### src/rtl/core/bsa_pkg.sv
// Shared constants, codes and types for the bitmap slot allocator.
package bsa_pkg;

	localparam int CMD_W      = 3;
	localparam int IDX_W      = 8;
	localparam int STATUS_W   = 2;
	localparam int CNT_W      = 9;
	localparam int INDEX_SPAN = 256;

	localparam int DEF_SLOT_COUNT = 256;
	localparam int DEF_WORD_BITS  = 32;

	localparam logic [CNT_W-1:0] BITS_IN_USE_RESET = 9'd256;

	localparam logic [CMD_W-1:0] CMD_SET     = 3'd0;
	localparam logic [CMD_W-1:0] CMD_CLEAR   = 3'd1;
	localparam logic [CMD_W-1:0] CMD_TEST    = 3'd2;
	localparam logic [CMD_W-1:0] CMD_FIND    = 3'd3;
	localparam logic [CMD_W-1:0] CMD_COUNT   = 3'd4;
	localparam logic [CMD_W-1:0] CMD_ALL_SET = 3'd5;
	localparam logic [CMD_W-1:0] CMD_ALL_CLR = 3'd6;

	localparam logic [STATUS_W-1:0] STATUS_OK      = 2'd0;
	localparam logic [STATUS_W-1:0] STATUS_RANGE   = 2'd1;
	localparam logic [STATUS_W-1:0] STATUS_NO_FREE = 2'd2;

	typedef struct packed {
		logic any_free;
		logic any_set;
		logic last;
		logic hit;
		logic bit_val;
	} bsa_word_flags_t;

endpackage

### src/rtl/core/bsa_cmd_if.sv
// Command channel interface of the bitmap slot allocator.
interface bsa_cmd_if
	import bsa_pkg::*;
();
	logic              valid;
	logic              ready;
	logic [CMD_W-1:0]  command;
	logic [IDX_W-1:0]  bit_index;

	modport source (output valid, output command, output bit_index, input ready);
	modport sink (input valid, input command, input bit_index, output ready);
endinterface

### src/rtl/core/bsa_rsp_if.sv
// Response channel interface of the bitmap slot allocator.
interface bsa_rsp_if
	import bsa_pkg::*;
();
	logic                valid;
	logic                ready;
	logic [STATUS_W-1:0] status;
	logic                bit_value;
	logic [IDX_W-1:0]    found_index;
	logic [CNT_W-1:0]    set_count;

	modport source (output valid, output status, output bit_value, output found_index,
		output set_count, input ready);
	modport sink (input valid, input status, input bit_value, input found_index,
		input set_count, output ready);
endinterface

### src/rtl/core/bsa_word_unit.sv
// Shared word unit: valid mask, first free slot, population count and bit update.
module bsa_word_unit
	import bsa_pkg::*;
#(
	parameter int WORD_BITS = DEF_WORD_BITS,
	parameter int BASE_W    = 9
) (
	input  logic [WORD_BITS-1:0]          word,
	input  logic [BASE_W-1:0]             base,
	input  logic [CNT_W-1:0]              n_valid,
	input  logic [IDX_W-1:0]              bit_index,
	input  logic [CMD_W-1:0]              command,
	output logic [WORD_BITS-1:0]          new_word,
	output logic [$clog2(WORD_BITS)-1:0]  free_pos,
	output logic [$clog2(WORD_BITS+1)-1:0] popcount,
	output bsa_word_flags_t               flags
);
	localparam int CMP_W  = ((BASE_W > CNT_W) ? BASE_W : CNT_W) + 1;
	localparam int POS_W  = $clog2(WORD_BITS);
	localparam int POPC_W = $clog2(WORD_BITS + 1);

	logic [CMP_W-1:0]     base_ext;
	logic [CMP_W-1:0]     n_ext;
	logic [CMP_W-1:0]     idx_ext;
	logic [CMP_W-1:0]     top_ext;
	logic [CMP_W-1:0]     offset_ext;
	logic [POS_W-1:0]     offset;
	logic [WORD_BITS-1:0] mask;
	logic [WORD_BITS-1:0] free_bits;
	logic [WORD_BITS-1:0] used_bits;
	logic [WORD_BITS-1:0] bit_sel;
	logic [WORD_BITS-1:0] free_sel;

	assign base_ext   = CMP_W'(base);
	assign n_ext      = CMP_W'(n_valid);
	assign idx_ext    = CMP_W'(bit_index);
	assign top_ext    = base_ext + CMP_W'(WORD_BITS);
	assign offset_ext = idx_ext - base_ext;
	assign offset     = offset_ext[POS_W-1:0];

	always_comb begin
		for (int b = 0; b < WORD_BITS; b++) begin
			mask[b] = (base_ext + CMP_W'(b)) < n_ext;
		end
	end

	assign free_bits = ~word & mask;
	assign used_bits = word & mask;

	always_comb begin
		free_pos = '0;
		for (int b = WORD_BITS - 1; b >= 0; b--) begin
			if (free_bits[b]) begin
				free_pos = POS_W'(b);
			end
		end
	end

	always_comb begin
		popcount = '0;
		for (int b = 0; b < WORD_BITS; b++) begin
			popcount = popcount + POPC_W'(used_bits[b]);
		end
	end

	always_comb begin
		flags.any_free = |free_bits;
		flags.any_set  = |used_bits;
		flags.last     = top_ext >= n_ext;
		flags.hit      = (idx_ext >= base_ext) && (idx_ext < top_ext);
		flags.bit_val  = flags.hit ? word[offset] : 1'b0;
	end

	assign bit_sel  = flags.hit ? (WORD_BITS'(1) << offset) : '0;
	assign free_sel = WORD_BITS'(1) << free_pos;

	always_comb begin
		case (command)
			CMD_SET:   new_word = word | bit_sel;
			CMD_CLEAR: new_word = word & ~bit_sel;
			CMD_FIND:  new_word = word | free_sel;
			default:   new_word = word;
		endcase
	end
endmodule

### src/rtl/core/bitmap_slot_allocator_core.sv
// Bitmap slot allocator top level: word memory, command sequencer and response register.
//
// Requests arrive on the cmd channel (valid/ready) and each one yields exactly one
// response on the rsp channel. The map lives in a memory of one word per row and
// is walked one word per cycle by a single shared word unit.
// A request is taken only while the block is idle. Set, clear and test walk the
// words up to the one that holds the slot; find, count, all set and all clear walk
// the valid words until the answer is known. A request passes from acceptance
// through the scan state to the done state, where the response is valid; an
// out-of-range index or an unused command goes straight from idle to the done
// state. The word memory has a single read port.
// The next request can be accepted in the cycle after the response is taken, so
// the block does not take a new request before the previous one is answered.
// The response is held in a register until the receiver takes it; while it waits,
// no new request is accepted.
// After reset the block clears the memory one word per cycle before the first
// request is accepted. bits_in_use resets to 256 and may be written through
// cfg_wr_en / cfg_wr_data whenever no request is in flight.
module bitmap_slot_allocator_core
	import bsa_pkg::*;
#(
	parameter int SLOT_COUNT = DEF_SLOT_COUNT,
	parameter int WORD_BITS  = DEF_WORD_BITS
) (
	input  logic             clk,
	input  logic             arst_n,
	input  logic             cfg_wr_en,
	input  logic [CNT_W-1:0] cfg_wr_data,
	bsa_cmd_if.sink          cmd,
	bsa_rsp_if.source        rsp
);
	localparam int WORD_COUNT = (SLOT_COUNT + WORD_BITS - 1) / WORD_BITS;
	localparam int WA_W       = (WORD_COUNT > 1) ? $clog2(WORD_COUNT) : 1;
	localparam int BASE_W     = $clog2(WORD_COUNT * WORD_BITS + 1);
	localparam int POS_W      = $clog2(WORD_BITS);
	localparam int POPC_W     = $clog2(WORD_BITS + 1);
	localparam int LIMIT      = (SLOT_COUNT < INDEX_SPAN) ? SLOT_COUNT : INDEX_SPAN;

	localparam logic [WA_W-1:0]  LAST_WORD = WA_W'(WORD_COUNT - 1);
	localparam logic [CNT_W-1:0] N_LIMIT   = CNT_W'(LIMIT);

	localparam logic [1:0] ST_CLEAR = 2'd0;
	localparam logic [1:0] ST_IDLE  = 2'd1;
	localparam logic [1:0] ST_SCAN  = 2'd2;
	localparam logic [1:0] ST_DONE  = 2'd3;

	logic [WORD_BITS-1:0] mem [WORD_COUNT];
	logic [WORD_BITS-1:0] rd_data_q;

	logic [1:0]          state_q;
	logic [WA_W-1:0]     word_q;
	logic [BASE_W-1:0]   base_q;
	logic [CNT_W-1:0]    bits_in_use_q;
	logic [CMD_W-1:0]    cmd_q;
	logic [IDX_W-1:0]    idx_q;
	logic [CNT_W-1:0]    acc_q;
	logic [STATUS_W-1:0] status_q;
	logic                value_q;
	logic [IDX_W-1:0]    found_q;
	logic [CNT_W-1:0]    count_q;

	logic [CNT_W-1:0]     n_valid;
	logic [WA_W-1:0]      next_word;
	logic [WA_W-1:0]      rd_addr;
	logic                 accept;
	logic                 single_op;
	logic                 out_of_range;
	logic                 unused_cmd;
	logic                 last_word;
	logic [WORD_BITS-1:0] new_word;
	logic [POS_W-1:0]     free_pos;
	logic [POPC_W-1:0]    popcount;
	bsa_word_flags_t      flags;

	logic                 scan_done;
	logic                 scan_we;
	logic [STATUS_W-1:0]  res_status;
	logic                 res_value;
	logic [IDX_W-1:0]     res_found;
	logic [CNT_W-1:0]     res_count;
	logic [CNT_W-1:0]     acc_next;

	assign n_valid   = (bits_in_use_q > N_LIMIT) ? N_LIMIT : bits_in_use_q;
	assign next_word = (word_q == LAST_WORD) ? '0 : word_q + WA_W'(1);
	assign rd_addr   = (state_q == ST_SCAN) ? next_word : '0;

	assign cmd.ready    = (state_q == ST_IDLE);
	assign accept       = cmd.valid && cmd.ready;
	assign single_op    = (cmd.command == CMD_SET) || (cmd.command == CMD_CLEAR) ||
		(cmd.command == CMD_TEST);
	assign out_of_range = single_op && (CNT_W'(cmd.bit_index) >= n_valid);
	assign unused_cmd   = cmd.command > CMD_ALL_CLR;

	bsa_word_unit #(
		.WORD_BITS (WORD_BITS),
		.BASE_W    (BASE_W)
	) u_word_unit (
		.word      (rd_data_q),
		.base      (base_q),
		.n_valid   (n_valid),
		.bit_index (idx_q),
		.command   (cmd_q),
		.new_word  (new_word),
		.free_pos  (free_pos),
		.popcount  (popcount),
		.flags     (flags)
	);

	assign last_word = flags.last || (word_q == LAST_WORD);
	assign acc_next  = acc_q + CNT_W'(popcount);

	always_comb begin
		scan_done  = 1'b0;
		scan_we    = 1'b0;
		res_status = STATUS_OK;
		res_value  = 1'b0;
		res_found  = '0;
		res_count  = '0;
		case (cmd_q)
			CMD_SET, CMD_CLEAR: begin
				scan_done = flags.hit;
				scan_we   = flags.hit;
			end
			CMD_TEST: begin
				scan_done = flags.hit;
				res_value = flags.bit_val;
			end
			CMD_FIND: begin
				if (flags.any_free) begin
					scan_done = 1'b1;
					scan_we   = 1'b1;
					res_found = IDX_W'(base_q + BASE_W'(free_pos));
				end else if (last_word) begin
					scan_done  = 1'b1;
					res_status = STATUS_NO_FREE;
				end
			end
			CMD_COUNT: begin
				scan_done = last_word;
				res_count = acc_next;
			end
			CMD_ALL_SET: begin
				scan_done = flags.any_free || last_word;
				res_value = !flags.any_free;
			end
			CMD_ALL_CLR: begin
				scan_done = flags.any_set || last_word;
				res_value = !flags.any_set;
			end
			default: begin
				scan_done = 1'b1;
			end
		endcase
	end

	always_ff @(posedge clk) begin
		if (state_q == ST_CLEAR) begin
			mem[word_q] <= '0;
		end else if ((state_q == ST_SCAN) && scan_we) begin
			mem[word_q] <= new_word;
		end
		rd_data_q <= mem[rd_addr];
	end

	always_ff @(posedge clk or negedge arst_n) begin
		if (!arst_n) begin
			state_q       <= ST_CLEAR;
			word_q        <= '0;
			bits_in_use_q <= BITS_IN_USE_RESET;
		end else begin
			if (cfg_wr_en) begin
				bits_in_use_q <= cfg_wr_data;
			end
			unique case (state_q)
				ST_CLEAR: begin
					word_q <= next_word;
					if (word_q == LAST_WORD) begin
						state_q <= ST_IDLE;
					end
				end
				ST_IDLE: begin
					word_q <= '0;
					if (accept) begin
						state_q <= (out_of_range || unused_cmd) ? ST_DONE : ST_SCAN;
					end
				end
				ST_SCAN: begin
					if (scan_done) begin
						state_q <= ST_DONE;
					end else begin
						word_q <= next_word;
					end
				end
				ST_DONE: begin
					if (rsp.ready) begin
						state_q <= ST_IDLE;
					end
				end
				default: begin
					state_q <= ST_IDLE;
				end
			endcase
		end
	end

	always_ff @(posedge clk) begin
		if (accept) begin
			cmd_q    <= cmd.command;
			idx_q    <= cmd.bit_index;
			base_q   <= '0;
			acc_q    <= '0;
			status_q <= out_of_range ? STATUS_RANGE : STATUS_OK;
			value_q  <= 1'b0;
			found_q  <= '0;
			count_q  <= '0;
		end else if (state_q == ST_SCAN) begin
			base_q <= base_q + BASE_W'(WORD_BITS);
			acc_q  <= acc_next;
			if (scan_done) begin
				status_q <= res_status;
				value_q  <= res_value;
				found_q  <= res_found;
				count_q  <= res_count;
			end
		end
	end

	assign rsp.valid       = (state_q == ST_DONE);
	assign rsp.status      = status_q;
	assign rsp.bit_value   = value_q;
	assign rsp.found_index = found_q;
	assign rsp.set_count   = count_q;
endmodule

### src/flat_wrapper.sv
// flat-port wrapper written by rule: the top's interface ports become plain ports
module bitmap_slot_allocator_core_flat import bsa_pkg::*;
#(
	parameter int SLOT_COUNT = DEF_SLOT_COUNT,
	parameter int WORD_BITS  = DEF_WORD_BITS
)
  (clk, arst_n, cfg_wr_en, cfg_wr_data, cmd_valid, cmd_command, cmd_bit_index, cmd_ready, rsp_valid, rsp_status, rsp_bit_value, rsp_found_index, rsp_set_count, rsp_ready);
  bsa_cmd_if cmd_i ();
  bsa_rsp_if rsp_i ();
  input  logic clk;
  input  logic arst_n;
  input  logic cfg_wr_en;
  input  logic [CNT_W-1:0] cfg_wr_data;
  input wire logic [$bits(cmd_i.valid)-1:0] cmd_valid;
  input wire logic [$bits(cmd_i.command)-1:0] cmd_command;
  input wire logic [$bits(cmd_i.bit_index)-1:0] cmd_bit_index;
  output wire logic [$bits(cmd_i.ready)-1:0] cmd_ready;
  output wire logic [$bits(rsp_i.valid)-1:0] rsp_valid;
  output wire logic [$bits(rsp_i.status)-1:0] rsp_status;
  output wire logic [$bits(rsp_i.bit_value)-1:0] rsp_bit_value;
  output wire logic [$bits(rsp_i.found_index)-1:0] rsp_found_index;
  output wire logic [$bits(rsp_i.set_count)-1:0] rsp_set_count;
  input wire logic [$bits(rsp_i.ready)-1:0] rsp_ready;
  assign cmd_i.valid = cmd_valid;
  assign cmd_i.command = cmd_command;
  assign cmd_i.bit_index = cmd_bit_index;
  assign cmd_ready = cmd_i.ready;
  assign rsp_valid = rsp_i.valid;
  assign rsp_status = rsp_i.status;
  assign rsp_bit_value = rsp_i.bit_value;
  assign rsp_found_index = rsp_i.found_index;
  assign rsp_set_count = rsp_i.set_count;
  assign rsp_i.ready = rsp_ready;
  bitmap_slot_allocator_core #(.SLOT_COUNT(SLOT_COUNT), .WORD_BITS(WORD_BITS)) u_core (.clk(clk), .arst_n(arst_n), .cfg_wr_en(cfg_wr_en), .cfg_wr_data(cfg_wr_data), .cmd(cmd_i), .rsp(rsp_i));
endmodule
### config.mk
export PLATFORM = sky130hd
export DESIGN_NAME = bitmap_slot_allocator_core_flat
export DESIGN_NICKNAME = d
export VERILOG_FILES = /design/src/rtl/core/bsa_pkg.sv /design/src/rtl/core/bsa_cmd_if.sv /design/src/rtl/core/bsa_rsp_if.sv /design/src/rtl/core/bsa_word_unit.sv /design/src/rtl/core/bitmap_slot_allocator_core.sv /design/src/flat_wrapper.sv
export SDC_FILE = /design/constraint.sdc
export NUM_CORES = 1
export LEC_CHECK = 0
export ABC_AREA = 1
export BUFFER_PORTS_ARGS = -buffer_cell sky130_fd_sc_hd__buf_2
export CORE_ASPECT_RATIO = 0.5
export CORE_MARGIN = 4
export CORE_UTILIZATION = 45
export DETAILED_ROUTE_END_ITERATION = 10
export SYNTH_ARGS = -nofsm -noshare
export SYNTH_HDL_FRONTEND = slang
export SYNTH_SLANG_ARGS = --single-unit
### constraint.sdc
create_clock -name clk -period 20.9 [get_ports clk]
set_clock_uncertainty 0.1 [all_clocks]
set_input_delay 6.27 -clock clk [delete_from_list [all_inputs] [get_ports clk]]
set_output_delay 6.27 -clock clk [all_outputs]
set_load 0.02 [all_outputs]
Word-level counts from Yosys, hierarchy flattened:

Memory sizes are Yosys's and may differ from the RTL's. A register that Yosys moved wholly into a read port is not among the register bits.
Index checks and enable logic that the tools add are counted.

* memories: 1
* register bits: 63
* output and inout bits: 22
* bits in writable memories: 256
* logic and storage cells: 242

Memory list
* u_core.mem: words 8, bits a word 32, rd ports 1, clocked after memory_dff 1, write ports 1, line bitmap_slot_allocator_core.sv:47 `logic [WORD_BITS-1:0] mem [WORD_COUNT];`

* equality and inequality tests: 17
* reduce and logical (&&, ||, !) cells: 26
* multiplexer cells: 70
* order comparisons: 39
* bitwise gates (word level): 8
* $add $sub $neg: 68
* shift-type cells: 2

Operator list (count)
* $lt A10 B9 Y1: 31
* $add A9 B5 Y10 const B: 16
* $mux W5: 32
* $add A6 B1 Y6: 26
* $and A32 B32 Y32: 3
* $pmux W32 S3: 1
* $add A9 B4 Y10 const B: 8
* $mux W32: 2
* $not A32 Y32: 2
* $or A32 B32 Y32: 2
* $reduce_or A32 Y1: 2
* $shl A1 B5 Y32 const A: 2
* $add A9 B3 Y10 const B: 4
* $add A9 B2 Y10 const B: 2
* $mux W2: 10
* $ge A8 B9 Y1: 2
* $mux W9: 2
* $mux W8: 2
* $eq A3 B3 Y1 const B: 4
* $mux W1: 12
* $add A9 B1 Y10 const B: 1
* $add A9 B6 Y10 const B: 1
* $ge A10 B9 Y1: 1
* $lt A8 B10 Y1: 1
* other kinds (39): 61

Depth between registers and ports, before layout:

* word-level depth: 40
* depth in mapped cells: 49
* depth with buffers taken out: 49

Hierarchy:

Synthesis repeated with hierarchy kept, for this count alone.

* cell total of the unflattened synthesis: 2971
* area total of the unflattened synthesis: 24972.7 sq um

Modules (own cells, without submodules)
* bitmap_slot_allocator_core: area an instance 13937.1 sq um, cells an instance 1171, seq. area each 9690.5 sq um, times used 1
* bsa_word_unit: area an instance 11035.6 sq um, cells an instance 1800, seq. area each 0.0 sq um, times used 1

Worst setup path after synthesis:

No wires, ideal clock.

* path kind: reg-to-reg
* start: reg u_core.bits_in_use_q[2]
* end: reg u_core.count_q[8], in the netlist u_core.rsp.set_count[8]
* stages on the path, launching flop included: 41
* buffers on the path: 1
* clock period less this slack: 7.767 ns
* arrival: 7.540 ns
* required time: 20.673 ns
* library setup time: 0.127 ns
* slack: 13.133 ns
* path through: dfrtp_1 nor2_2 nand2_2 o21ai_4 nand2_1 ha_1 nand2_1 inv_1 nand2_1 nand3_1 a21oi_1 nand2_2 buf_6 o31ai_4 inv_2 a21oi_2 o21ai_0 inv_1 (+5 left out) fa_1 fa_1 fa_1 fa_1 fa_1 fa_1 o31ai_1 inv_1 nor2_1 nor2_1 nor2_1 nor2_1 inv_1 nand2_1 a21boi_0 a21oi_1 o21ai_0 o21ai_0

* word-level cells in the longest chain between the ends: 37
* elaborated cells on any way between the ends: 79

Ends and longest elaborated chain
* from (decl): line bitmap_slot_allocator_core.sv:53 `logic [CNT_W-1:0] bits_in_use_q;`
* from (signal assigned): line bitmap_slot_allocator_core.sv:172 `bits_in_use_q <= cfg_wr_data;`
* $gt A9 B9 Y1: line bitmap_slot_allocator_core.sv:83 `assign n_valid = (bits_in_use_q > N_LIMIT) ? N_LIMIT : bits_in_use_q;`
* $mux W9 (*): line bitmap_slot_allocator_core.sv:83
* $lt A10 B9 Y1 or $lt A9 B9 Y1 (tied branches): line bsa_word_unit.sv:43 `mask[b] = (base_ext + CMP_W'(b)) < n_ext;`
* $and A32 B32 Y32: line bsa_word_unit.sv:48 `assign used_bits = word & mask;`
* $add A1 B1 Y2: line bsa_word_unit.sv:62 `popcount = popcount + POPC_W'(used_bits[b]);`
* $add A2 B1 Y3: line bsa_word_unit.sv:62
* $add A3 B1 Y4: line bsa_word_unit.sv:62
* $add A4 B1 Y5: line bsa_word_unit.sv:62
* $add A5 B1 Y6: line bsa_word_unit.sv:62
* $add A6 B1 Y6 (26 in a row): line bsa_word_unit.sv:62
* $add A9 B6 Y9: line bitmap_slot_allocator_core.sv:110 `assign acc_next = acc_q + CNT_W'(popcount);`
* $mux W9: line bitmap_slot_allocator_core.sv:119 `case (cmd_q)`
* to (signal assigned): line bitmap_slot_allocator_core.sv:223 `count_q <= res_count;`
* to (decl): line bitmap_slot_allocator_core.sv:60 `logic [CNT_W-1:0] count_q;`

Every way passes the cells marked *; elsewhere a longest branch is shown, timed or not.
A chain may end at the register's enable or synchronous reset.

Worst setup path in the final report:

* start: reg u_core.bits_in_use_q[2]
* end: reg u_core.acc_q[8]

* word-level cells in the longest chain between the ends: 36
* elaborated cells on any way between the ends: 67

Ends and longest elaborated chain
* $gt A9 B9 Y1: line bitmap_slot_allocator_core.sv:83
* $mux W9 (*): line bitmap_slot_allocator_core.sv:83
* $lt A10 B9 Y1 or $lt A9 B9 Y1 (tied branches): line bsa_word_unit.sv:43
* $and A32 B32 Y32 (*): line bsa_word_unit.sv:48
* $add A1 B1 Y2: line bsa_word_unit.sv:62
* $add A2 B1 Y3: line bsa_word_unit.sv:62
* $add A3 B1 Y4: line bsa_word_unit.sv:62
* $add A4 B1 Y5: line bsa_word_unit.sv:62
* $add A5 B1 Y6: line bsa_word_unit.sv:62
* $add A6 B1 Y6 (25 in a row): line bsa_word_unit.sv:62
* $add A6 B1 Y6 (*): line bsa_word_unit.sv:62
* $add A9 B6 Y9 (*): line bitmap_slot_allocator_core.sv:110
* to (signal assigned): line bitmap_slot_allocator_core.sv:218 `acc_q <= acc_next;`
* to (decl): line bitmap_slot_allocator_core.sv:56 `logic [CNT_W-1:0] acc_q;`

Marked as above.

==> metrics.md <==
| Metric | Value |
|---|---|
| WL/cell | `20.4 um` |
| CTS clk-pin slew, worst paths | `around 70 ps` |
| Die ar. | `42300 um2` |
| DRC viols | `0` |
| Slowest-stage cell, CP | `fa_1` |
| Final Max Tran Viols | `0` |
| Synth top area share | `between 40% and 50%` |
| Area leader, netlist | `edfxtp_1` |
| Chip width | `between 200 and 300 um` |
| TritonCTS clock tree | `yes` |
| RSZ-0062 raised after global routing | `false` |
| Core Region | `37900 um2` |
| Hold buffer count at cts | `0` |
| Synth Net Count | `~1900` |
| EDFF count, synth | `about 270` |
| Register area share after synthesis | `a little under three fifths` |
| Final hold violations | `0` |
| Sink Count | `346` |
| Syn Std Cell Area | `roughly 18000 um2` |
| Area of the multi-input gates | `6910 um2` |
| Pre-antenna DRT Iters | `5` |
| Mean Syn Cell Area | `about 9.8 um2` |
| CP peak stage delay | `roughly 520 ps` |
| Synth area leaders | `edfxtp_1 (46%), nand2_1 (7.5%), dfxtp_1 (7.2%)` |
| #FFs+latches synth | `346` |
| Setup bufs post-CTS | `0` |
| Top_reg_cell synth | `edfxtp_1` |
| Mapped Cells | `roughly 1800` |
| Hold crit path type | `reg2reg` |
| Most used cell, CP | `fa_1` |
| DR iter-0 viols | `1221` |
| WL final | `48000 um` |
| Count leader, synth | `nand2_1` |
| F_max | `about 120 MHz` |
| Via density | `5.61` |
| Final Net Count | `between 1500 and 2000` |
| Num CTS Buffers | `31` |
| Area Overhead vs Synth | `10.6%` |
| Worst Path Max Fanout | `11` |
| Crit end category | `register` |
| Clk buf depth | `3` |
| Least-Margin Pin Slew | `between 1000 and 1500 ps` |
| Post-cts sizing count | `0` |
| Register Area | `a little under 10000 um2` |
| Pin count of the biggest net entering global routing | `between 100 and 150` |
| Root buf cell | `clkbuf_16` |
| Port bufs | `46` |
| Status | `complete, no violations` |
| Post-Route Setup TNS | `0 ps` |
| Commonest cells in the netlist | `nand2_1 (352), edfxtp_1 (269), inv_1 (165)` |
| Number of max-cap violations | `0` |
| Asr flop ratio synth | `4.05%` |
| Initial antenna violation count | `1` |
| Height of the die | `between 100 and 150 um` |
| DRT antenna net count | `0` |
| H-tree Lvls | `1` |
| Worst skew pair latency | `roughly 600 ps` |
| Crit path required time | `approximately 21000 ps` |
| DP HPWL | `just over 30000 um` |
| Ratio of cells with drive above 1 in the final layout | `between 10% and 20%` |
| Minimum clock period | `about 8500 ps` |
| Ys Warns | `0` |
| Vias in the first global route | `12400` |
| CP arrival | `approximately 8900 ps` |
| Row count | `50` |
| Final worst-path cycle share | `40.9%` |
| Final setup fails | `0` |
| GRT overflow | `0` |
| Synth cell types | `48` |
| WS Path Type | `reg2reg` |
| GPL Wtd Cong | `between 1 and 1.5` |
| Fill cells | `roughly 3500` |
| Initial Utilization | `a little under half` |
| Crit start category | `register` |
| # IOs | `47` |
| First-pass GRT wire length | `between 70000 and 80000 um` |
| Max-slew headroom at the worst pin | `23.0%` |
| GRT Total Usage | `approximately 22%` |
| DR vias | `13200` |
flip-flops by register name, indices dropped and copies added, names as in the netlist, 2 cells and up:
register                cells
u_core.mem                256
u_core.rd_data_q           32
u_core.acc_q                9
u_core.bits_in_use_q        9
u_core.rsp.set_count        9
u_core.idx_q                8
u_core.rsp.found_index      8
u_core.base_q               4
u_core.cmd_q                3
u_core.word_q               3
u_core.rsp.status           2
u_core.state_q              2
routing by layer:
metal / GRT usage [%] / wire (um)
met5: 0 / 0
met3: 5.86 / 4250
met4: 4.41 / 896
met1: 33.2 / 22800
met2: 33.2 / 20000
area by class of cell:
type,count,area share [%]
diodes,1,0.0129
flip-flops and latches,346,50.0
well taps,520,3.36
inverters,171,3.33
clock buffers,45,4.59
multi-input cells,1182,35.7
clock inverters,13,0.950
repair buffers,68,2.04
critical path, delay by kind of cell, from the launching register on:
kind | cells | cell delay (ps)
fa+ha+maj | 9 | 4240
compound gates | 10 | 1910
simple gates | 13 | 1320
buf+inv | 7 | 430
flops | 1 | 410
kinds of logic (layout without fill, tap and decap cells):
kind of cell | count (synthesis) | in the layout | share of synthesized area, %
DFF | 346 | 346 | 55.3
AOI/OAI and AO/OA | 370 | 370 | 13.9
buffers and inverters | 256 | 297 | 5.57
other | 0 | 1 | 0
adders and majority gates | 73 | 73 | 6.33
xor gates and xnor gates | 2 | 2 | 0.100
muxes | 5 | 5 | 0.322
and+or+nand+nor | 732 | 732 | 18.4
worst paths after layout:
| kind | startpoint | end | slack (ps) | cells after the start |
|---|---|---|---|---|
| setup reg to reg | u_core.bits_in_use_q[2]$_DFFE_PN0P_ | u_core.acc_q[8]$_SDFFE_PP0N_ | 12360 | 39 |
| max in group asynchronous | arst_n | u_core.bits_in_use_q[8]$_DFFE_PN1P_ | 14920 | 1 |
| hold / removal | u_core.acc_q[3]$_SDFFE_PP0N_ | u_core.acc_q[3]$_SDFFE_PP0N_ | 370 | 2 |
| setup / recovery | u_core.bits_in_use_q[2]$_DFFE_PN0P_ | u_core.acc_q[8]$_SDFFE_PP0N_ | 12360 | 39 |
| hold reg to reg | u_core.acc_q[3]$_SDFFE_PP0N_ | u_core.acc_q[3]$_SDFFE_PP0N_ | 370 | 2 |
| min in group asynchronous | arst_n | u_core.word_q[1]$_DFFE_PN0P_ | 5470 | 1 |
metrics by stage:
stage / instances / setup WS [ps] / utilization, % / hold slack, ps / instance area [um2]
2_1_floorplan: 1784 / 13130 / - / 345 / 17500
5_1_grt: 2345 / 11580 / 51.1 / 391 / 19400
3_3_place_gp: 2287 / 12590 / 48.2 / 358 / 18300
4_1_cts: 2345 / 12390 / 51.1 / 372 / 19400
3_5_place_dp: 2287 / 12380 / 48.2 / 362 / 18300
6_report: 2346 / 12360 / 51.1 / 369 / 19400
cell usage in the layout, fill, tap and decap left out, types with 49 or more instances in the layout:
cell,netlist,layout
a21oi_1,54,54
dfxtp_1,63,63
a31oi_1,78,78
nor3_1,57,53
nand3_1,49,49
nand2_1,352,350
edfxtp_1,269,269
inv_1,165,164
or2_2,76,76
o21ai_0,70,70
o211ai_1,68,68
nor2_1,147,141
Power is not shown: default switching activity piles up to over one toggle a cycle in this logic, so the estimate is an artifact.
